$ cat src/sv/eopu_pkg.sv
package eopu_pkg;

    localparam logic [17:0] CENTER_X_RESET = 18'd61440;
    localparam logic [17:0] CENTER_Y_RESET = 18'd34560;

    localparam logic [0:0] REG_CENTER_X = 1'b0;
    localparam logic [0:0] REG_CENTER_Y = 1'b1;

    localparam logic ACT_LOAD    = 1'b0;
    localparam logic ACT_ADVANCE = 1'b1;

    localparam int RAD_W  = 36;
    localparam int ROOT_W = 18;

    localparam logic [16:0] RADIUS_MAX = 17'd131071;

    // one particle record, 124 bits
    typedef struct packed {
        logic [15:0]        axis_a;
        logic [15:0]        axis_b;
        logic [15:0]        tilt;
        logic signed [11:0] jx;
        logic signed [11:0] jy;
        logic [19:0]        speed;
        logic [31:0]        phase;
    } rec_t;

    typedef struct packed {
        logic busy;
        logic done;
    } sqrt_status_t;

endpackage

$ cat src/sv/eopu_sqrt.sv
module eopu_sqrt (
    input  logic                              clk,
    input  logic                              rst_n,
    input  logic                              start,
    input  logic [eopu_pkg::RAD_W-1:0]        radicand,
    output logic [eopu_pkg::ROOT_W-1:0]       root,
    output eopu_pkg::sqrt_status_t            status
);

    logic [eopu_pkg::RAD_W-1:0]  rad_reg, rad_next;
    logic [eopu_pkg::ROOT_W+2:0] rem_reg, rem_next;
    logic [eopu_pkg::ROOT_W-1:0] root_reg, root_next;
    logic [4:0]                  cnt_reg, cnt_next;
    logic                        busy_reg, busy_next;
    logic                        done_reg, done_next;
    logic [eopu_pkg::ROOT_W+2:0] rem_t;
    logic [eopu_pkg::ROOT_W+2:0] trial;

    // one root bit per cycle, two radicand bits brought down
    always_comb
    begin
        rad_next  = rad_reg;
        rem_next  = rem_reg;
        root_next = root_reg;
        cnt_next  = cnt_reg;
        busy_next = busy_reg;
        done_next = 1'b0;
        rem_t     = {rem_reg[eopu_pkg::ROOT_W:0], rad_reg[eopu_pkg::RAD_W-1 -: 2]};
        trial     = {1'b0, root_reg, 2'b01};
        if (start)
        begin
            rad_next  = radicand;
            rem_next  = '0;
            root_next = '0;
            cnt_next  = 5'(eopu_pkg::ROOT_W);
            busy_next = 1'b1;
        end
        else if (busy_reg)
        begin
            rad_next = rad_reg << 2;
            if (rem_t >= trial)
            begin
                rem_next  = rem_t - trial;
                root_next = {root_reg[eopu_pkg::ROOT_W-2:0], 1'b1};
            end
            else
            begin
                rem_next  = rem_t;
                root_next = {root_reg[eopu_pkg::ROOT_W-2:0], 1'b0};
            end
            cnt_next = cnt_reg - 5'd1;
            if (cnt_reg == 5'd1)
            begin
                busy_next = 1'b0;
                done_next = 1'b1;
            end
        end
    end

    always_ff @(posedge clk or negedge rst_n)
    begin
        if (!rst_n)
        begin
            cnt_reg  <= '0;
            busy_reg <= 1'b0;
            done_reg <= 1'b0;
        end
        else
        begin
            cnt_reg  <= cnt_next;
            busy_reg <= busy_next;
            done_reg <= done_next;
        end
    end

    always_ff @(posedge clk)
    begin
        rad_reg  <= rad_next;
        rem_reg  <= rem_next;
        root_reg <= root_next;
    end

    assign root        = root_reg;
    assign status.busy = busy_reg;
    assign status.done = done_reg;

endmodule

$ cat config.mk
export PLATFORM = sky130hd
export DESIGN_NAME = eopu_sqrt
export DESIGN_NICKNAME = d
export VERILOG_FILES = /design/src/sv/eopu_pkg.sv /design/src/sv/eopu_sqrt.sv
export SDC_FILE = /design/constraint.sdc
export NUM_CORES = 1
export LEC_CHECK = 0
export BUFFER_PORTS_ARGS = -buffer_cell sky130_fd_sc_hd__buf_4
export CAP_MARGIN = 40
export CORE_MARGIN = 2
export CORE_UTILIZATION = 55
export DETAILED_ROUTE_END_ITERATION = 8
export GPL_ROUTABILITY_DRIVEN = 0
export GPL_TIMING_DRIVEN = 0
export PLACE_DENSITY_LB_ADDON = 0.15
export SLEW_MARGIN = 25
export SYNTH_ARGS = -nofsm -noshare
export SYNTH_HDL_FRONTEND = slang
export SYNTH_SLANG_ARGS = --single-unit
$ cat constraint.sdc
create_clock -name clk -period 2.7 [get_ports clk]
set_input_delay 0.135 -clock clk [delete_from_list [all_inputs] [get_ports clk]]
set_output_delay 0.135 -clock clk [all_outputs]
set_load 0.05 [all_outputs]
==> run_results.csv, run 1 <==
group,metric,value,unit
placed_design,portBuffers,57,
final_layout,fillers,641,
timing,fmax,0.399,GHz
synth,synth.distinct_cells,56,
timing,drv_slew,0,
timing,hold_viol,0,
synth,yosysTopAreaCell,"edfxtp_1",
critical_path,cp.required,2.97,ns
global_route,grt_max_degree,37,
flow_run,drv_cap,0,
synth,synth_top_area_share,0.243,
critical_path,rr_endpoint,"rem_reg[15]",
power,p_leak,0.00230,uW
critical_path,cp_data_arrival_time,2.78,ns
global_route,track_usage,0.217,
synth,synth_most_common_cell,"nor2_1",
synth,yosysWarnings,0,
min_path,hold_class,"in2reg",
clock_network,cts_inserted_buffers,9,
clock_network,cts_max_path_buffers,2,
synth,syn_inst,422,
die,die_h,93.9,um
synth,synth_common_cells,"54 x nor2_1, 37 x dfxtp_1, 36 x edfxtp_1, 35 x mux2_2, 31 x mux2i_1",
clock_network,clock_latency,0.36,ns
detailed_routing,wire_per_inst,15.4,um
final_layout,multi_input_area,2250,um2
critical_path,critPathLaunch,"root[4]",
synth,synth.area.top_cells,"edfxtp_1 24%, dfxtp_1 17%, mux2_2 8.9%",
final_layout,drive_gt1_frac,0.263,
synth,synthFlopType,"dfxtp_1",
critical_path,crit_path_max_fanout,7,
die,initial_core_util,0.573,
power,ir_drop,0.000536,V
placed_design,placed_area,5010,um2
critical_path,path_class,"reg2reg",
power,powerDensity,994,nW/um2
run_status,status,"finished, final reports clean",
global_route,gr-total-overflow,0,
timing,finClkSkew,0.00832,ns
timing,finalSetupTns,0,ns
synth,syn_area,4450,um2
timing,rsz0062_at_grt,"no",
synth,yosys_register_bits,80,
placed_design,placed_cells,581,
detailed_routing,dr.pass1.iters,4,
synth,avgSynthCellArea,10.5,um2
critical_path,start_kind,"flop",
detailed_routing,routed_via_density,5.58,
die,num_io_pins,59,
synth,syn_nets,483,
critical_path,critical_path.endpoint_type,"flop",
final_layout,final_cell_area,5260,um2
final_layout,antenna_cells,0,
detailed_routing,antenna_left,0,
timing,slew-limit-headroom,0.552,
detailed_routing,routed_wl,9240,um
synth,seq_area_frac_synth,0.449,
final_layout,final_cells,601,
clock_network,root_buffer,"clkbuf_8",
global_route,antenna_found_initial,0,
timing,fin_hold_ws,0.0565,ns
timing,finalCriticalPeriod,2.51,ns
final_layout,final-seq-area,2000,um2
die,core_region_area,7770,um2
power,finalPower,5230,uW
global_route,grt_pass1_wl,15100,um
timing,fin_crit_sh,0.929,
clock_network,ctsHtreeMaxLevel,3,
timing,finalSetupViolCount,0,
synth,synth-edff-count,36,
die,die_w,93.9,um
critical_path,r2r_start,"root[4]",
clock_network,clk_pin_slew,0.09,ns
timing,worst_pin_slew,0.671,ns
placed_design,hpwl,6720,um
detailed_routing,drc,0,
detailed_routing,vias,3353,
final_layout,largest_register_ffs,36,
final_layout,area_growth,18.2,%
critical_path,ff2ff_path_depth,11,
die,rows,32,
synth,synthArstFlopShare,0.0875,
critical_path,crit_path_end,"rem_reg[15]",
clock_network,cts_tree,"built",
critical_path,r2r_slack,0.19,ns
detailed_routing,drt_iter0_markers,177,
die,dieArea,8820,um2
global_route,grt_pass1_vias,3178,
final_layout,fin_nets,555,
clock_network,cts_sinks,80,
==> final cells by class <==
type / instances / share of cell area
buffer: 21 / 0.0212
clock buffer: 9 / 0.0236
clock inverter: 7 / 0.0121
inverter: 25 / 0.0179
multi-input combinational: 295 / 0.428
sequential: 80 / 0.381
tap: 102 / 0.0243
timing repair buffer: 62 / 0.0921
==> how the worst min path moves through the flow <==
stage,start,end,cells past startpoint
finish,radicand[0],rad_reg[0],2
global route,radicand[0],rad_reg[0],2
CTS,radicand[0],rad_reg[0],2
detailed placement,rst_n,cnt_reg[2],1
global placement,rst_n,cnt_reg[4],1
floorplan,rst_n,busy_reg,0
==> where the power goes <==
part / internal, uW / leakage [uW] / switching, uW / total [uW]
Combinational: 1320 / 0.00143 / 1470 / 2790
Clock: 353 / 0.0000938 / 487 / 840
Sequential: 1470 / 0.000771 / 126 / 1600
Total: 3150 / 0.00230 / 2080 / 5230
==> layout by cell type (no fill, tap or decap), types with 4 or more instances in the layout <==
cell type and n:
mux2_2 35, a21o_1 7, dfrtp_1 7, nand2b_1 6, nor3_1 7, buf_4 61, clkbuf_8 9, buf_1 4
nand2_1 17, mux2i_1 31, inv_6 4, clkbuf_1 12, a21oi_1 13, a31oi_1 5, xor2_1 5, dfxtp_1 34
inv_1 25, ha_1 22, nand3_1 5, edfxtp_1 36, o21a_1 4, xnor2_1 12, nor3b_1 4, nor2_1 54
o21ai_0 8, a211oi_1 19
==> timing repair <==
action,4_1_cts,5_1_grt
hold endpoints to repair,7,0
endpoints found under the setup margin,0,16
hold buffers,1,0
setup buffers,0,2
gates resized for setup,0,3
==> layer usage <==
layer	global-route usage	vias up	share of wire
li1	-	1661	-
met1	0.291	1594	0.46
met2	0.347	86	0.47
met3	0.0578	12	0.060
met4	0.0616	0	0.011
met5	0	-	0
==> critical path, stage by stage (launching register included) <==
cell	delay, ns
dfxtp_1	0.38
inv_1	0.06
ha_1	0.27
buf_2	0.20
o21a_1	0.16
o21ai_2	0.09
a211o_4	0.36
a21oi_4	0.16
o21ai_4	0.11
buf_4	0.16
a2111o_1	0.29
a211oi_1	0.19
==> stage by stage <==
| step | worst slack [ns] | utilization |
|---|---|---|
| after floorplan | 0.0237 | - |
| after global placement | 0.0835 | 0.644 |
| after detailed placement | 0.0615 | 0.644 |
| after CTS | 0.0186 | 0.670 |
| after global routing | 0.00898 | 0.677 |
| final | 0.191 | 0.677 |
==> cells by family after synthesis <==
kind of cell | count (synthesis) | share of synthesized area
simple gates | 111 | 0.118
flops | 80 | 0.449
compound gates | 79 | 0.132
mux | 66 | 0.158
buf+inv | 47 | 0.0470
fa+ha+maj | 22 | 0.0619
xor+xnor | 17 | 0.0335
Note: power is estimated with default switching activity, not from simulation.
==> inputs of run 2 (changes only) <==
clock period = 2.4 ns   (was 2.7 ns; I/O delays follow)
==> run 2 against run 1 <==
Compared with the run above:
- the run now ends with setup timing left
- worst hold slack got worse by 0.022 ns
- first-iteration DRC count rose by 13%
- power rose by 37%
- critical path type unchanged
- critical endpoint is now rem_reg[9]
==> run_results.csv, run 2 (synthesis results as in run 1) <==
group,metric,value,unit
timing,rsz0062_at_grt,"yes",
final_layout,area_growth,29.0,%
min_path,worstHoldStart,"radicand[1]",
critical_path,start_kind,"flop",
critical_path,path_cells,"inv_1 > ha_2 > nand3_1 > a211o_4 > a21oi_4 > o21ai_4 > buf_6 > buf_4 > nor3b_1 > nor4_1",
placed_design,hpwl,6920,um
critical_path,cp_data_arrival_time,2.69,ns
final_layout,antenna_cells,0,
critical_path,slowest_stage,"ha_2",
detailed_routing,routed_wl,10600,um
clock_network,cts_sinks,80,
final_layout,layout_common_cells,"80 x buf_4, 54 x nor2_1, 36 x edfxtp_1",
timing,finalSetupTns,-0.0321,ns
critical_path,rr_endpoint,"rem_reg[9]",
die,die_h,93.9,um
final_layout,final_common_cell,"buf_4",
timing,layout_setup_ws,-0.0321,ns
detailed_routing,routed_via_density,5.71,
critical_path,r2r_start,"root[7]",
global_route,gr-total-overflow,0,
critical_path,max_stage_delay,0.38,ns
critical_path,path_class,"reg2reg",
clock_network,root_buffer,"clkbuf_8",
power,powerDensity,1250,nW/um2
detailed_routing,vias,3553,
die,dieArea,8820,um2
min_path,hold_class,"in2reg",
global_route,antenna_found_initial,0,
die,core_region_area,7770,um2
clock_network,clock_latency,0.37,ns
timing,drv_slew,0,
final_layout,final-seq-area,2040,um2
run_status,violations,"setup timing",
final_layout,fillers,570,
flow_run,drv_cap,0,
global_route,grt_pass1_wl,16600,um
detailed_routing,antenna_left,0,
min_path,hold_depth,2,
global_route,track_usage,0.243,
final_layout,fin_nets,576,
timing,finalCriticalPeriod,2.43,ns
clock_network,cts_max_path_buffers,2,
final_layout,drive_gt1_frac,0.394,
timing,slew-limit-headroom,0.460,
timing,hold_viol,0,
timing,fin_crit_sh,1.01,
final_layout,final_core_util,0.739,
critical_path,crit_path_max_fanout,7,
placed_design,dp_slack,-0.206,ns
power,ir_drop,0.000599,V
power,p_leak,0.00245,uW
die,die_w,93.9,um
global_route,grt_max_degree,37,
critical_path,critical_path.endpoint_type,"flop",
die,initial_core_util,0.573,
detailed_routing,drt_iter0_markers,200,
die,rows,32,
critical_path,r2r_slack,-0.03,ns
final_layout,largest_register_ffs,36,
min_path,hold_end,"rad_reg[1]",
critical_path,cp.required,2.65,ns
timing,finClkSkew,0.0130,ns
final_layout,multi_input_area,2500,um2
global_route,grt_pass1_vias,3534,
placed_design,portBuffers,57,
run_status,status,"finished, violations left",
timing,fmax,0.411,GHz
detailed_routing,wire_per_inst,17.1,um
die,num_io_pins,59,
timing,worst_pin_slew,0.810,ns
clock_network,cts_inserted_buffers,9,
clock_network,clk_pin_slew,0.09,ns
final_layout,final_cell_area,5740,um2
critical_path,ff2ff_path_depth,10,
timing,finalSetupViolCount,1,
placed_design,placed_area,5070,um2
clock_network,ctsHtreeMaxLevel,3,
detailed_routing,dr.pass1.iters,5,
detailed_routing,drc,0,
clock_network,cts_tree,"built",
power,finalPower,7170,uW
-- run 2: layer usage --
metal	GRT usage	vias to the layer above	wire [um]
met1	0.306	1677	4440
met2	0.409	142	5260
met5	0	-	0
met4	0.109	0	335
met3	0.0409	35	602
li1	-	1699	-
-- run 2: area by class of cell --
cell class | count | share of cell area
inverters | 25 | 0.0164
multi-input cells | 295 | 0.436
plain buffers | 18 | 0.0146
clock inverters | 7 | 0.00937
flip-flops and latches | 80 | 0.356
clock buffers | 9 | 0.0216
repair buffers | 86 | 0.123
well taps | 102 | 0.0222
-- run 2: worst max-delay path by stage --
stage                         from          end  slack (ns)  cells after the start
final                      root[7]   rem_reg[9]       -0.03                     10
after global routing       root[0]   rem_reg[9]       -0.13                     11
after CTS                  root[0]  rem_reg[15]      -0.004                     10
after detailed placement  busy_reg  rad_reg[21]       -0.21                      3
after global placement    busy_reg   rad_reg[3]       -0.15                      3
after floorplan            root[8]   rem_reg[1]        0.02                     10
-- run 2: worst max-delay path: cells and delay by family, from the launching register on --
family                     cells  cell delay, ns
and+or+nand+nor                3            0.66
AOI/OAI and AO/OA              3            0.62
adders and majority gates      1            0.38
DFF                            1            0.36
buffers and inverters          3            0.30
-- run 2: power by group --
part	internal (uW)	switching, uW
Sequential	1660	173
Clock	389	548
Combinational	2290	2110
Total	4340	2830
-- run 2: repair_timing --
action / CTS / global route
hold buffers: 1 / 0
pin swaps: 13 / 19
setup buffers: 18 / 9
resized for setup: 24 / 39
setup endpoints to repair: 52 / 54
hold endpoints to repair: 7 / 0
cloned: 1 / 0
-- run 2: metrics by stage --
step	hold WS [ns]	cells
floorplan	-0.176	422
global placement	-0.0630	581
detailed placement	-0.0615	581
CTS	0.0312	616
global route	0.0421	622
finish	0.0348	622
